$ cat src/sv/dpd_pkg.sv
// Package: shared types, character codes and the hex digit decoder for the packet deframer.
`timescale 1ns / 1ps
package dpd_pkg;

  localparam logic [1:0] PH_HUNT = 2'd0;
  localparam logic [1:0] PH_BODY = 2'd1;
  localparam logic [1:0] PH_DIG1 = 2'd2;
  localparam logic [1:0] PH_DIG2 = 2'd3;

  localparam logic [1:0] KIND_DATA   = 2'd0;
  localparam logic [1:0] KIND_GOOD   = 2'd1;
  localparam logic [1:0] KIND_BAD    = 2'd2;
  localparam logic [1:0] KIND_GIVEUP = 2'd3;

  localparam logic [6:0] CHAR_START = 7'h24;  // '$'
  localparam logic [6:0] CHAR_END   = 7'h23;  // '#'
  localparam logic [7:0] TRIES_RESET = 8'd10;
  localparam logic [7:0] COUNT_MAX   = 8'hff;

  typedef struct packed {
    logic [1:0] phase;
    logic [7:0] sum;
    logic [4:0] first;   // bit 4: digit seen, bits 3..0: its value
    logic [7:0] bad;
  } dpd_state_t;

  typedef struct packed {
    logic       vld;
    logic [1:0] kind;
    logic [6:0] payload;
    logic [7:0] computed_sum;
  } dpd_result_t;

  // Return {1, value} for a hex digit, zero otherwise.
  function automatic logic [4:0] hex_digit(input logic [6:0] c);
    logic [4:0] r;
    r = 5'd0;
    if (c inside {[7'h30:7'h39]}) begin
      r = {1'b1, c[3:0]};
    end else if (c inside {[7'h41:7'h46], [7'h61:7'h66]}) begin
      r = {1'b1, c[3:0] + 4'd9};
    end
    return r;
  endfunction

endpackage

$ cat src/sv/dpd_step.sv
// Next-state and result logic for one received byte.
`timescale 1ns / 1ps
module dpd_step (
  input  dpd_pkg::dpd_state_t  state,
  input  logic [7:0]           rx_byte,
  input  logic [7:0]           max_bad_tries,
  output dpd_pkg::dpd_state_t  state_nxt,
  output dpd_pkg::dpd_result_t res
);
  import dpd_pkg::*;

  logic [6:0] c;
  logic [4:0] second;
  logic [7:0] req;
  logic [7:0] bad_inc;

  assign c = rx_byte[6:0];
  assign second = hex_digit(c);
  assign bad_inc = (state.bad != COUNT_MAX) ? state.bad + 8'd1 : state.bad;

  always_comb begin
    if (!state.first[4]) begin
      req = 8'd0;
    end else if (second[4]) begin
      req = {state.first[3:0], second[3:0]};
    end else begin
      req = {4'd0, state.first[3:0]};
    end
  end

  always_comb begin
    state_nxt = state;
    res.vld = 1'b0;
    res.kind = KIND_DATA;
    res.payload = c;
    res.computed_sum = 8'd0;
    case (state.phase)
      PH_HUNT: begin
        if (c == CHAR_START) begin
          state_nxt.sum = 8'd0;
          state_nxt.phase = PH_BODY;
        end
      end
      PH_BODY: begin
        if (c == CHAR_END) begin
          state_nxt.phase = PH_DIG1;
        end else begin
          state_nxt.sum = state.sum + {1'b0, c};
          res.vld = 1'b1;
        end
      end
      PH_DIG1: begin
        state_nxt.first = hex_digit(c);
        state_nxt.phase = PH_DIG2;
      end
      PH_DIG2: begin
        if (req == state.sum) begin
          res.kind = KIND_GOOD;
          state_nxt.bad = 8'd0;
        end else if (bad_inc >= max_bad_tries) begin
          res.kind = KIND_GIVEUP;
          state_nxt.bad = 8'd0;
        end else begin
          res.kind = KIND_BAD;
          state_nxt.bad = bad_inc;
        end
        state_nxt.phase = PH_HUNT;
        state_nxt.first = 5'd0;
        res.vld = 1'b1;
        res.payload = state.sum[6:0];
        res.computed_sum = state.sum;
      end
      default: begin
        state_nxt.phase = PH_HUNT;
      end
    endcase
  end

endmodule

$ cat src/sv/debug_packet_deframer.sv
// Top level of the debug packet deframer: input register, packet state and result register.
//
//   channel | direction | ports
//   --------+-----------+----------------------------------------------
//   in      | sink      | in_valid, in_ready, in_rx_byte
//   out     | source    | out_valid, out_ready, out_kind, out_payload,
//           |           | out_computed_sum
//   cfg     | sink      | cfg_wr_en, cfg_wr_data (max_bad_tries)
//
// One byte per cycle while the output is not stalled: a transfer lands in the
// input register, then the step logic updates the packet state and, for
// payload bytes and verdicts, loads the result register as the byte advances.
// The input register advances only while the result register is empty or being
// taken, so a stall on out_ready backs up to in_ready after one held byte.
// Synchronous reset returns to hunting for '$' with max_bad_tries at 10.
`timescale 1ns / 1ps
module debug_packet_deframer (
  input  logic       clk,
  input  logic       rst_n,
  input  logic       in_valid,
  output logic       in_ready,
  input  logic [7:0] in_rx_byte,
  output logic       out_valid,
  input  logic       out_ready,
  output logic [1:0] out_kind,
  output logic [6:0] out_payload,
  output logic [7:0] out_computed_sum,
  input  logic       cfg_wr_en,
  input  logic [7:0] cfg_wr_data
);
  import dpd_pkg::*;

  logic        in_vld_r;
  logic [7:0]  in_byte_r;
  logic [7:0]  max_r;
  dpd_state_t  state_r;
  dpd_state_t  state_nxt;
  dpd_result_t res;
  logic        out_vld_r;
  logic [1:0]  kind_r;
  logic [6:0]  payload_r;
  logic [7:0]  sum_r;
  logic        adv;

  dpd_step u_step (
    .state         (state_r),
    .rx_byte       (in_byte_r),
    .max_bad_tries (max_r),
    .state_nxt     (state_nxt),
    .res           (res)
  );

  // advance the held byte whenever the result slot is empty or being taken
  assign adv = in_vld_r && (!out_vld_r || out_ready);
  assign in_ready = !in_vld_r || adv;

  always_ff @(posedge clk) begin
    if (!rst_n) begin
      in_vld_r <= 1'b0;
      out_vld_r <= 1'b0;
      max_r <= TRIES_RESET;
      state_r <= '0;
    end else begin
      if (in_ready) begin
        in_vld_r <= in_valid;
      end
      if (cfg_wr_en) begin
        max_r <= cfg_wr_data;
      end
      if (adv) begin
        state_r <= state_nxt;
      end
      if (adv && res.vld) begin
        out_vld_r <= 1'b1;
      end else if (out_ready) begin
        out_vld_r <= 1'b0;
      end
    end
  end

  always_ff @(posedge clk) begin
    if (in_valid && in_ready) begin
      in_byte_r <= in_rx_byte;
    end
    if (adv && res.vld) begin
      kind_r <= res.kind;
      payload_r <= res.payload;
      sum_r <= res.computed_sum;
    end
  end

  assign out_valid = out_vld_r;
  assign out_kind = kind_r;
  assign out_payload = payload_r;
  assign out_computed_sum = sum_r;

  a_verdict_rehunt: assert property (@(posedge clk) disable iff (!rst_n)
    adv && state_r.phase == PH_DIG2 |=> state_r.phase == PH_HUNT && state_r.first == 5'd0)
    else $error("phase did not return to hunting after a verdict");

  a_first_clear: assert property (@(posedge clk) disable iff (!rst_n)
    state_r.phase == PH_HUNT || state_r.phase == PH_BODY |-> state_r.first == 5'd0)
    else $error("checksum digit held outside checksum phases");

  a_bad_below_max: assert property (@(posedge clk) disable iff (!rst_n)
    state_r.bad != COUNT_MAX)
    else $error("bad count reached saturation");

  a_no_overwrite: assert property (@(posedge clk) disable iff (!rst_n)
    out_vld_r && !out_ready |=> out_vld_r && $stable(sum_r) && $stable(kind_r))
    else $error("held result overwritten");

  a_drop_hunt: assert property (@(posedge clk) disable iff (!rst_n)
    adv && state_r.phase == PH_HUNT |=> !out_vld_r || $past(out_vld_r && !out_ready))
    else $error("result produced while hunting");

endmodule
$ cat config.mk
export PLATFORM = sky130hd
export DESIGN_NAME = debug_packet_deframer
export DESIGN_NICKNAME = d
export VERILOG_FILES = /design/src/sv/dpd_pkg.sv /design/src/sv/dpd_step.sv /design/src/sv/debug_packet_deframer.sv
export SDC_FILE = /design/constraint.sdc
export NUM_CORES = 1
export LEC_CHECK = 0
export BUFFER_PORTS_ARGS = -buffer_cell sky130_fd_sc_hd__buf_2
export CAP_MARGIN = 30
export CORE_ASPECT_RATIO = 0.5
export CORE_MARGIN = 2
export CORE_UTILIZATION = 45
export CTS_CLUSTER_DIAMETER = 50
export DETAILED_ROUTE_END_ITERATION = 10
export HOLD_SLACK_MARGIN = 0.06
export PLACE_DENSITY_LB_ADDON = 0.08
export RECOVER_POWER = 25
export SLEW_MARGIN = 20
export SYNTH_ARGS = -nofsm -noshare
export SYNTH_HDL_FRONTEND = slang
export SYNTH_HIERARCHICAL = 1
export SYNTH_SLANG_ARGS = --single-unit
export TNS_END_PERCENT = 5
$ cat constraint.sdc
create_clock -name clk -period 4.5 [get_ports clk]
set_input_delay 0.225 -clock clk [delete_from_list [all_inputs] [get_ports clk]]
set_output_delay 0.225 -clock clk [all_outputs]
set_load 0.1 [all_outputs]
After elaboration in Yosys (flattened, before gate mapping) --
Cells that the tools add are included.
Operators by class: equality and inequality tests 10, shift-type cells 0, div/mod/pow operators 0, bitwise logic cells 1, $mul 0, add/subtract/negate cells 3, magnitude comparators 7, multiplexer cells 20, reduce and logical (&&, ||, !) cells 20
Operators by type and width (number):
- two-way mux 8 bit | 6
- one-hot mux 8 bit (2 select lines) | 1
- two-way mux 15 bit | 1
- equality test 7 x 6 -> 1 bit (second input constant) | 2
- >= comparator 7 bit (second input constant) | 2
- less-or-equal comparator 7 bit (second input constant) | 2
- two-way mux 10 bit | 1
- two-way mux 5 bit | 2
- one-hot mux 5 bit (2 select lines) | 1
- adder 8 x 1 -> 8 bit (second input constant) | 1
- adder 8 x 7 -> 8 bit | 1
- equality test 8 bit | 1
- >= comparator 8 bit | 1
- inequality test 8 bit (second input constant) | 1
- one-hot mux 2 bit (4 select lines) | 1
- nonzero test 2 bit | 4
- >= comparator 7 x 6 -> 1 bit (second input constant) | 1
- less-or-equal comparator 7 x 6 -> 1 bit (second input constant) | 1
- logical AND 1 bit | 6
- two-way mux 1 bit | 5
- adder 4 bit (second input constant) | 1
- equality test 2 bit (second input constant) | 2
- inequality test 2 x 1 -> 1 bit (second input constant) | 2
- AND reduction 2 bit | 2
- other kinds (11) | 13
Storage, ports and cells: word-level logic and storage cells 73, bits in read-only memories 0, output and inout bits 19, bits in registers 57, bits in latches 0, memories kept 0, input port bits 21, bits in writable memories 0

Depth between registers and ports, before layout --
Gate-level depths: netlist of run 1.
depth after elaboration 9, mapped depth 17, gate-level depth less buffers 15

Modules after synthesis --
The synthesis of run 1 kept the hierarchy.
By module, submodules not included:
- debug_packet_deframer | cells an instance 163, sequential area each 1411.4 sq um, area each 2087.0 sq um, instances 1
- dpd_step | cells an instance 239, sequential area each 0.0 sq um, area each 1626.6 sq um, instances 1

Least setup slack after synthesis of run 1 --
OpenSTA, ideal clock, no wires.
kind reg-to-reg, start point register state_r[3] (netlist bit), end point register state_r[0] (netlist bit), library setup time 0.072 ns, period minus slack after synthesis 3.440 ns, data required time 4.428 ns, arrival time 3.368 ns, cell stages (with the launch flop) 17, path buffers 2, setup slack 1.060 ns, cells stage by stage dfxtp_1 -> clkbuf_1 -> and4_1 -> and2_1 -> nand3_1 -> mux2_2 -> ha_1 -> a21o_1 -> a21o_1 -> a211oi_1 -> o21a_1 -> nor2_1 -> or3_1 -> buf_4 -> o311ai_4 -> nand2_1 -> mux2i_1
Between the ends: longest elaborated chain between the ends 5, elaborated cells on any way between the ends 6, those cells by class add/sub (1); order compare (1); eq/ne (1); mux (3)
Ends and longest elaborated chain:
- from (decl) | line debug_packet_deframer.sv:36 | dpd_state_t state_r;
- from (signal assigned) | line debug_packet_deframer.sv:71 | state_r <= state_nxt;
- adder 8 x 1 -> 8 bit or inequality test 8 bit (tied branches) | line dpd_step.sv:19 | assign bad_inc = (state.bad != COUNT_MAX) ? state.bad + 8'd1 : state.bad;
- two-way mux 8 bit (*) | line dpd_step.sv:19
- >= comparator 8 bit | line dpd_step.sv:60 | end else if (bad_inc >= max_bad_tries) begin
- two-way mux 8 bit (*) | line dpd_step.sv:60
- two-way mux 8 bit (*) | line dpd_step.sv:57 | if (req == state.sum) begin
Every way passes the cells marked *; elsewhere a longest branch is shown, timed or not. A chain may end at the register's enable or synchronous reset.

Worst setup path in the final report of run 1 --
start point register state_r[0] (netlist bit), end point register state_r[0] (netlist bit)
Same word-level chain as after synthesis.

==> impl_summary.txt, run 1 <==
----------------------------------------------------
[STA]
  Final number of hold-violating endpoints ... 0
  Fin Setup TNS ... 0 ps
  Final Skew ... 3.16 ps
  Final-report max-slew violation count ... 0
  Setup repair after global routing missed its margin ... no
  Slew at the pin closest to its max-slew limit ... 748 ps
  Remaining max-slew budget at the tightest pin ... 0.501
  Peak Freq ... around 260 MHz
  Share of the clock period used by the worst path ... 0.845
  Number of setup violations in the final report ... 0
  Post-layout minimum cycle time ... ~3800 ps
  Minimum hold slack ... 74.8 ps
  Post-route worst setup slack ... 698 ps

[Clock network]
  Hold_buf cts ... 0
  CTS resizes ... 0
  Clock Path Buffers ... 2
  Num CTS Buffers ... 9
  CTS H-tree depth ... 3
  Clk slew on worst S/H paths ... 50 ps
  Root buffer cell ... sky130_fd_sc_hd__clkbuf_16
  Number of clock sinks seen by CTS ... 57
  Post-CTS Setup Bufs ... 0
  TritonCTS clock tree ... built
  Clk_lat worst skew ... approximately 320 ps

[Synthesis]
  Number of warnings reported in the yosys synthesis log ... 6
  Avg Cell Area, Syn ... 9.19 µm²
  Post-Synthesis Net Count ... roughly 440
  Number of instances in the synthesized netlist ... roughly 400
  Summed instance area of the synthesized netlist ... 3680 µm²

[Route]
  Via count ... 3,009
  Drt first-iter violations ... around 170
  Total Routed Length ... 8.61 mm
  Wirelength per Cell ... 15.7 µm
  Number of iterations in the first detailed-routing pass ... 5
  DR DRC count ... 0
  Routed via count divided by cell count ... 5.49
  Number of routed nets with antenna violations ... 0

[Floorplanning]
  Num ports ... 40
  Die height ... 68.0 µm
  Area of the die ... 8970 µm²
  Width of the die ... approximately 130 µm
  Floorplan core area ... 7970 µm²
  Initial standard-cell utilization of the core ... 0.462
  Number of standard-cell rows in the floorplan ... 23

[Final layout]
  Number of nets in the finished design ... 472
  Share of final-layout standard cells stronger than drive strength 1 ... 0.154
  Antenna cells ... 0
  Syn-to-layout area delta ... 14.9%

[Critical path]
  CP Launch Point ... state_r[0]$_SDFFE_PN0P_
  Cell-by-cell trace of the critical path ... ha_1 -> nand3_1 -> xnor2_1 -> ha_1 -> nand2b_1 -> a21o_1 -> a21o_1 -> a211oi_1 -> o21a_1 -> nor2_1 -> or3_1 -> o311ai_4 -> nand2_1 -> mux2i_1
  Highest-delay cell along the critical path ... sky130_fd_sc_hd__or3_1
  Worst Reg-to-Reg Cells ... 14
  Worst-path maximum fanout ... 9
  Required time of the critical path ... 4760 ps
  Slack of the worst reg-to-reg path ... 700 ps
  Worst Setup End Kind ... flip-flop
  Reg-to-reg startpoint ... state_r[0]$_SDFFE_PN0P_
  Critical path class ... reg2reg
  Arrival time reported for the critical path endpoint ... about 4000 ps
  CP max stage delay ... 520 ps
  Element type at the critical path start ... flip-flop

[Worst hold path]
  Number of cells traversed by the worst hold path ... 1
  Path type of the worst min-delay path ... in2reg
  Worst hold path startpoint ... in_rx_byte[5]

[Place]
  Total half-perimeter wirelength after legalization and detailed placement ... 6.06 mm
  Placement-stage worst setup slack ... 699 ps
  Placer Congestion ... 0.929
  Number of buffers added on ports ... 38

[Global route]
  GRT Residual Overflow ... 0
  Global router's overall resource usage ... 0.202
  Wire length of the first global-routing pass ... 14.0 mm
  Largest net degree at the start of global routing ... 57
  Initial antenna violation count ... 0
  Vias in the first global route ... around 2.9k

[Status]
  Outcome ... complete, no violations

[Power and ir drop]
  Pwr Total ... 1.38 mW
  Static leakage ... around 1.8 nW
  Maximum VDD drop ... between 200 and 250 µV
  Power per cell area ... 326 nW/µm²

[Run]
  Max-cap violations ... 0

----------------------------------------------------
[placed cells by master (no fill, tap or decap), types with 8 or more instances in the layout]
cell,n
sky130_fd_sc_hd__a21o_1,12
sky130_fd_sc_hd__a21oi_1,17
sky130_fd_sc_hd__and3_1,9
sky130_fd_sc_hd__buf_2,38
sky130_fd_sc_hd__clkbuf_16,11
sky130_fd_sc_hd__dfxtp_1,33
sky130_fd_sc_hd__edfxtp_1,24
sky130_fd_sc_hd__ha_1,19
sky130_fd_sc_hd__inv_1,17
sky130_fd_sc_hd__mux2i_1,31
sky130_fd_sc_hd__nand2_1,68
sky130_fd_sc_hd__nand3_1,10
sky130_fd_sc_hd__nor2_1,13
sky130_fd_sc_hd__nor2b_1,11
sky130_fd_sc_hd__o21ai_0,8
sky130_fd_sc_hd__xnor2_1,8
[registers in the layout, indices dropped and copies added, names as in the netlist]
register,count
in_byte_r,7
in_vld_r,1
max_r,8
out_computed_sum,8
out_kind,2
out_payload,7
out_valid,1
state_r,23
[critical path, delay by kind of cell, from the launching register on]
family	cells	cell delay, ps
compound gates	5	1030
xor+xnor	1	290
fa+ha+maj	2	620
flops	1	500
mux	1	120
simple gates	5	1190
[per-stage QoR]
step           cells   util  area (µm²)
6_report         548  0.531        4230
3_5_place_dp     531  0.488        3890
5_1_grt          548  0.531        4230
4_1_cts          547  0.529        4220
2_1_floorplan    401      -        3680
3_3_place_gp     531  0.488        3890
[area by class of cell]
class	instances	area (µm²)
inverter	18	67.6
clock buffer	14	317
sequential	57	1380
clock inverter	2	13.8
tap	112	140
multi-input combinational	303	2080
timing repair buffer	42	233
fill	756	3740
[final timing paths]
path	endpoint
max	state_r[0]$_SDFFE_PN0P_
min	in_byte_r[5]$_DFFE_PP_
max reg2reg	state_r[0]$_SDFFE_PN0P_
min reg2reg	state_r[7]$_SDFFE_PN0P_
[per-layer routing]
layer	vias up	GRT usage	part of all wire
met1	1421	0.250	0.47
li1	1507	-	-
met2	70	0.357	0.46
met4	0	0.0652	0.013
met5	-	0	0
met3	11	0.0489	0.054
[power by group]
| group | leakage [nW] | internal [mW] | switching (mW) | total [mW] |
|---|---|---|---|---|
| clock | 0.165 | 0.485 | 0.238 | 0.723 |
| combinational | 1.12 | 0.0413 | 0.0498 | 0.0911 |
| sequential | 0.515 | 0.549 | 0.0167 | 0.566 |
| total | 1.80 | 1.07 | 0.305 | 1.38 |
No activity file was read; power rests on OpenSTA's default activity.
==> run 2: changes to the inputs <==
==> constraint.sdc (replaced) <==
create_clock -name clk -period 3.2 [get_ports clk]
set_input_delay 0.16 -clock clk [delete_from_list [all_inputs] [get_ports clk]]
set_output_delay 0.16 -clock clk [all_outputs]
set_load 0.1 [all_outputs]
==> run 2 against run 1 <==
Compared with the run above:
- first-iteration DRC count is 6.4% higher
- via count is 4.1% higher
- largest cell class unchanged
- die area stayed put
- sequential power is 38% higher
==> impl_summary.txt, run 2 (same netlist as run 1, synthesis figures left out) <==
----------------------------------------------------
[Final layout]
  Most common library cell in the layout ignoring fill and taps ... sky130_fd_sc_hd__nand2_1
  Number of flip-flops under the largest register name ... 23
  Reg with most FFs ... state_r
  Commonest non-fill, non-tap cells in the layout ... sky130_fd_sc_hd__nand2_1, sky130_fd_sc_hd__buf_2, sky130_fd_sc_hd__mux2i_1, sky130_fd_sc_hd__dfxtp_1, sky130_fd_sc_hd__buf_4
  Number of nets in the finished design ... 508
  Number of non-filler instances in the completed layout ... 584
  Antenna cells ... 0
  Syn-to-layout area delta ... 24.4%
  Share of final-layout standard cells stronger than drive strength 1 ... 0.208

[Power and ir drop]
  Sw Ratio ... 0.217
  Part of the total power dissipated in combinational logic ... 0.092
  Int Power ... 1.54 mW
  Power per cell area ... 428 nW/µm²
  Static leakage ... slightly below 2 nW
  Clock power frac ... 0.510
  Switching power ... ~0.43 mW
  Maximum VDD drop ... 288 µV
  Seq pwr share ... 0.398

[Clock network]
  Post-CTS Setup Bufs ... 0
  Num CTS Buffers ... 9
  Number of clock sinks seen by CTS ... 57
  Clk slew on worst S/H paths ... 50 ps
  Root buffer cell ... sky130_fd_sc_hd__clkbuf_16
  CTS H-tree depth ... 3
  Clk_lat worst skew ... about 330 ps
  Clock Path Buffers ... 2
  TritonCTS clock tree ... built

[Critical path]
  Reg-to-reg startpoint ... state_r[5]$_SDFFE_PN0P_
  Critical path class ... reg2reg
  Worst Setup End Kind ... flip-flop
  Cell-by-cell trace of the critical path ... and4_4 -> and2_4 -> nand3_4 -> mux2_2 -> ha_1 -> a21o_1 -> a21o_1 -> a211oi_2 -> o21a_1 -> nor2_1 -> or3_4 -> o311ai_4 -> nand2_1 -> mux2i_1
  CP max stage delay ... 450 ps
  Critical Path Most Common Cell ... sky130_fd_sc_hd__a21o_1
  Arrival time reported for the critical path endpoint ... 3330 ps
  Highest-delay cell along the critical path ... sky130_fd_sc_hd__or3_4
  CP Launch Point ... state_r[5]$_SDFFE_PN0P_
  Slack of the worst reg-to-reg path ... around 130 ps
  Required time of the critical path ... 3460 ps
  Worst-path maximum fanout ... 9
  Element type at the critical path start ... flip-flop
  Worst Reg-to-Reg Cells ... 14

[Global route]
  Global router's overall resource usage ... 0.212
  Initial antenna violation count ... 0
  Wire length of the first global-routing pass ... 14.7 mm
  GRT Residual Overflow ... 0
  Vias in the first global route ... ~3k
  Largest net degree at the start of global routing ... 57

[Worst hold path]
  Number of cells traversed by the worst hold path ... 3
  Worst hold path startpoint ... in_valid
  Path type of the worst min-delay path ... in2reg

[Route]
  Number of iterations in the first detailed-routing pass ... 4
  Routed via count divided by cell count ... 5.36
  Wirelength per Cell ... roughly 16 µm
  Via count ... 3,131
  Number of routed nets with antenna violations ... 0
  Total Routed Length ... 9.11 mm
  DR DRC count ... 0
  Drt first-iter violations ... 182

[Place]
  Total half-perimeter wirelength after legalization and detailed placement ... between 6 and 7 mm
  Cells after DPL ... 560
  Number of buffers added on ports ... 38
  Placer Congestion ... around 0.86

[STA]
  Post-layout minimum cycle time ... 3070 ps
  Number of setup violations in the final report ... 0
  Remaining max-slew budget at the tightest pin ... 0.222
  Fin Setup TNS ... 0 ps
  Share of the clock period used by the worst path ... 0.958
  Slew at the pin closest to its max-slew limit ... 1170 ps
  Peak Freq ... around 330 MHz
  Final-report max-slew violation count ... 0
  Final number of hold-violating endpoints ... 0
  Final Skew ... 3.61 ps

[Floorplanning]
  Area of the die ... 8970 µm²
  Die height ... 68.0 µm
  Width of the die ... roughly 130 µm
  Number of standard-cell rows in the floorplan ... 23
  Num ports ... 40
  Initial standard-cell utilization of the core ... 0.462
  Floorplan core area ... 7970 µm²

[Status]
  Outcome ... complete, no violations

[Run]
  Max-cap violations ... 0

----------------------------------------------------
run 2: cell count changes in the layout (fill, tap and decap cells not counted), sizes merged:
| cell | before | now |
|---|---|---|
| bufinv | 0 | 2 |
| clkbuf | 14 | 17 |
| buf | 42 | 64 |
| dlygate4sd3 | 0 | 9 |
run 2: per-layer routing:
metal	part of all wire	up-vias	wire length [µm]	global-route usage
li1	-	1572	-	-
met1	0.48	1478	4420	0.276
met2	0.45	70	4080	0.352
met3	0.054	11	496	0.0556
met4	0.014	0	124	0.0693
met5	0	-	0	0
run 2: final cells by class:
class | instances | area, µm²
inverters | 18 | 67.6
fillers | 727 | 3390
well taps | 112 | 140
clock inverters | 4 | 68.8
clock buffers | 12 | 236
multi-input cells | 303 | 2150
flip-flops and latches | 57 | 1390
repair buffers | 78 | 532
run 2: stage by stage:
stage / power (mW) / worst slack [ps] / hold slack [ps] / util / cell area, µm²
2_1_floorplan: 0.904 / 45.3 / 259 / - / 3700
3_3_place_gp: 0.954 / -1.95 / 337 / 0.520 / 4150
6_report: 1.96 / 135 / 79.9 / 0.575 / 4580
4_1_cts: 1.97 / 11.2 / 75.1 / 0.572 / 4560
5_1_grt: 2.03 / -8.35 / 115 / 0.575 / 4580
3_5_place_dp: 0.958 / -56.8 / 338 / 0.520 / 4150
run 2: worst max-delay path, delay by kind of cell, from the launching register on:
family / cells / cell delay (ps)
flops: 1 / 320
mux: 2 / 470
compound gates: 5 / 930
simple gates: 6 / 1000
fa+ha+maj: 1 / 280
run 2: repair_timing:
action,4_1_cts,5_1_grt
hold buffers,9,0
resized for setup,3,10
setup endpoints to repair,5,9
endpoints found under the hold margin,9,0
pin swaps,2,4
run 2: worst paths after layout:
check	end
worst max-delay path	state_r[0]$_SDFFE_PN0P_
worst max register to register	state_r[0]$_SDFFE_PN0P_
worst min-delay path	in_vld_r$_SDFFE_PN0P_
worst min register to register	max_r[3]$_SDFFE_PN1P_
run 2: power by group through the flow:
stage	registers, mW	clock network [mW]	logic (mW)
final	0.780	1.00	0.180
after global placement	0.794	0	0.160
after detailed placement	0.795	0	0.163
after global routing	0.782	1.05	0.197
after floorplan	0.797	0	0.108
after CTS	0.780	1.02	0.175
==> run 3: changes to the inputs <==
==> constraint.sdc (replaced) <==
create_clock -name clk -period 3.2 [get_ports clk]
set_input_delay 0.64 -clock clk [delete_from_list [all_inputs] [get_ports clk]]
set_output_delay 0.64 -clock clk [all_outputs]
set_load 0.1 [all_outputs]
==> run 3 against run 2 <==
Compared with the run above:
- final cell count rose by 0.34%
- clock skew is 1.6 ps higher
- setup slack worse by 79 ps
- critical path depth up 1
- core utilization is 0.44 points lower
==> impl_summary.txt, run 3 (same netlist as run 1, synthesis figures left out) <==
----------------------------------------------------
[Status]
  Outcome ... complete, no violations

[Route]
  Routed via count divided by cell count ... 5.39
  Via count ... approximately 3.2k
  Number of routed nets with antenna violations ... 0
  Drt first-iter violations ... between 150 and 200
  Wirelength per Cell ... 15.4 µm
  Total Routed Length ... 9.05 mm
  DR DRC count ... 0
  Number of iterations in the first detailed-routing pass ... 4

[Critical path]
  Worst Setup End Kind ... flip-flop
  Element type at the critical path start ... flip-flop
  CP Launch Point ... in_byte_r[0]$_DFFE_PP_
  Critical path class ... reg2reg
  Critical Path Sink ... state_r[0]$_SDFFE_PN0P_
  Worst r2r dst ... state_r[0]$_SDFFE_PN0P_
  Worst Reg-to-Reg Cells ... 15
  Reg-to-reg startpoint ... in_byte_r[0]$_DFFE_PP_
  Worst-path maximum fanout ... 4
  Required time of the critical path ... between 3000 and 4000 ps
  Arrival time reported for the critical path endpoint ... 3340 ps
  Slack of the worst reg-to-reg path ... 60 ps

[Place]
  Number of buffers added on ports ... 38
  Placer Congestion ... 0.933
  Total half-perimeter wirelength after legalization and detailed placement ... 6.40 mm

[STA]
  Peak Freq ... 318 MHz
  Fin Setup TNS ... 0 ps
  Minimum hold slack ... 476 ps
  Setup repair after global routing missed its margin ... yes
  Post-layout minimum cycle time ... 3140 ps
  Final Skew ... roughly 5.2 ps
  Final-report max-slew violation count ... 0
  Slew at the pin closest to its max-slew limit ... 739 ps
  Share of the clock period used by the worst path ... 0.982
  Final number of hold-violating endpoints ... 0
  Number of setup violations in the final report ... 0
  Remaining max-slew budget at the tightest pin ... 0.507

[Final layout]
  Syn-to-layout area delta ... 23.5%
  Antenna cells ... 0
  Number of flip-flops under the largest register name ... 23
  Share of final-layout standard cells stronger than drive strength 1 ... 0.241
  Most common library cell in the layout ignoring fill and taps ... sky130_fd_sc_hd__nand2_1
  Number of nets in the finished design ... 510
  Reg with most FFs ... state_r
  Commonest non-fill, non-tap cells in the layout ... sky130_fd_sc_hd__nand2_1, sky130_fd_sc_hd__buf_4, sky130_fd_sc_hd__buf_2, sky130_fd_sc_hd__mux2i_1, sky130_fd_sc_hd__dfxtp_1
  Utilization after layout ... 0.571

[Clock network]
  Clock Path Buffers ... 2
  TritonCTS clock tree ... built
  Root buffer cell ... sky130_fd_sc_hd__clkbuf_16
  Number of clock sinks seen by CTS ... between 50 and 60
  CTS H-tree depth ... 3
  Num CTS Buffers ... 9
  Clk_lat worst skew ... 330 ps
  Clk slew on worst S/H paths ... 50 ps

[Floorplanning]
  Number of standard-cell rows in the floorplan ... 23
  Floorplan core area ... 7970 µm²
  Width of the die ... around 130 µm
  Area of the die ... 8970 µm²
  Initial standard-cell utilization of the core ... 0.462
  Num ports ... 40
  Die height ... 68.0 µm

[Power and ir drop]
  Power per cell area ... 412 nW/µm²
  Maximum VDD drop ... 269 µV
  Static leakage ... just under 2 nW

[Global route]
  Vias in the first global route ... 2,919
  Wire length of the first global-routing pass ... 14.7 mm
  Global router's overall resource usage ... 0.212
  Initial antenna violation count ... 0
  Largest net degree at the start of global routing ... 57
  GRT Residual Overflow ... 0

[Worst hold path]
  Path type of the worst min-delay path ... reg2reg

[Run]
  Max-cap violations ... 0

----------------------------------------------------
[run 3: cell types whose count changed in the layout (fill, tap and decap cells not counted), sizes merged]
cell,change
buf,+13
dlygate4sd3,-9
clkbuf,-3
bufinv,-1
clkinv,+1
or3,+1
[run 3: how the worst min path moves through the flow]
stage | cells past startpoint | endpoint | from | slack, ps
2_1_floorplan | 2 | state_r[3]$_SDFFE_PN0P_ | state_r[3]$_SDFFE_PN0P_ | 430
3_3_place_gp | 2 | max_r[1]$_SDFFE_PN1P_ | max_r[1]$_SDFFE_PN1P_ | 460
4_1_cts | 1 | in_byte_r[6]$_DFFE_PP_ | in_rx_byte[6] | 480
6_report | 2 | max_r[3]$_SDFFE_PN1P_ | max_r[3]$_SDFFE_PN1P_ | 480
5_1_grt | 1 | in_byte_r[5]$_DFFE_PP_ | in_rx_byte[5] | 470
3_5_place_dp | 2 | max_r[3]$_SDFFE_PN1P_ | max_r[3]$_SDFFE_PN1P_ | 470
[run 3: cell type report]
| type | count | area (µm²) |
|---|---|---|
| clock inverter | 4 | 43.8 |
| inverter | 18 | 67.6 |
| tap | 112 | 140 |
| timing repair buffer | 79 | 505 |
| fill | 730 | 3420 |
| clock buffer | 12 | 236 |
| sequential | 57 | 1390 |
| multi-input combinational | 304 | 2170 |
[run 3: routing by layer]
metal	part of all wire	GRT usage	wire length, µm
met1	0.48	0.272	4300
met2	0.47	0.361	4290
met3	0.046	0.0681	419
met4	0.0041	0.0408	37
met5	0	0	0
[run 3: what timing repair did]
item,4_1_cts,5_1_grt
gates cloned,0,1
setup buffers,1,4
pin swaps,2,7
hold buffers,0,0
endpoints found under the setup margin,6,9
resized for setup,4,12
[run 3: through the flow]
| step | power (mW) | area (µm²) | cells | setup WS [ps] |
|---|---|---|---|---|
| 2_1_floorplan | 0.904 | 3700 | 401 | 45.3 |
| 3_3_place_gp | 0.952 | 4170 | 565 | 1.68 |
| 3_5_place_dp | 0.957 | 4170 | 565 | -58.7 |
| 4_1_cts | 1.88 | 4480 | 581 | 28.4 |
| 5_1_grt | 1.95 | 4550 | 586 | -91.2 |
| 6_report | 1.87 | 4550 | 586 | 56.2 |
[run 3: worst max-delay path, cell delays in order, from the launching register on]
cell	delay (ps)
sky130_fd_sc_hd__edfxtp_1	430
sky130_fd_sc_hd__ha_2	200
sky130_fd_sc_hd__or4_4	420
sky130_fd_sc_hd__and4_4	220
sky130_fd_sc_hd__buf_4	130
sky130_fd_sc_hd__o21ai_0	130
sky130_fd_sc_hd__buf_4	140
sky130_fd_sc_hd__a21oi_1	40
sky130_fd_sc_hd__o32a_1	360
sky130_fd_sc_hd__a2111oi_4	270
sky130_fd_sc_hd__buf_4	200
sky130_fd_sc_hd__buf_4	110
sky130_fd_sc_hd__or2_1	130
sky130_fd_sc_hd__o311ai_4	90
sky130_fd_sc_hd__nand2_1	70
sky130_fd_sc_hd__mux2i_1	60
[run 3: power breakdown]
part,total [mW],internal (mW),switching [mW]
Combinational,0.174,0.0806,0.0935
Sequential,0.781,0.772,0.00949
Clock,0.917,0.597,0.321
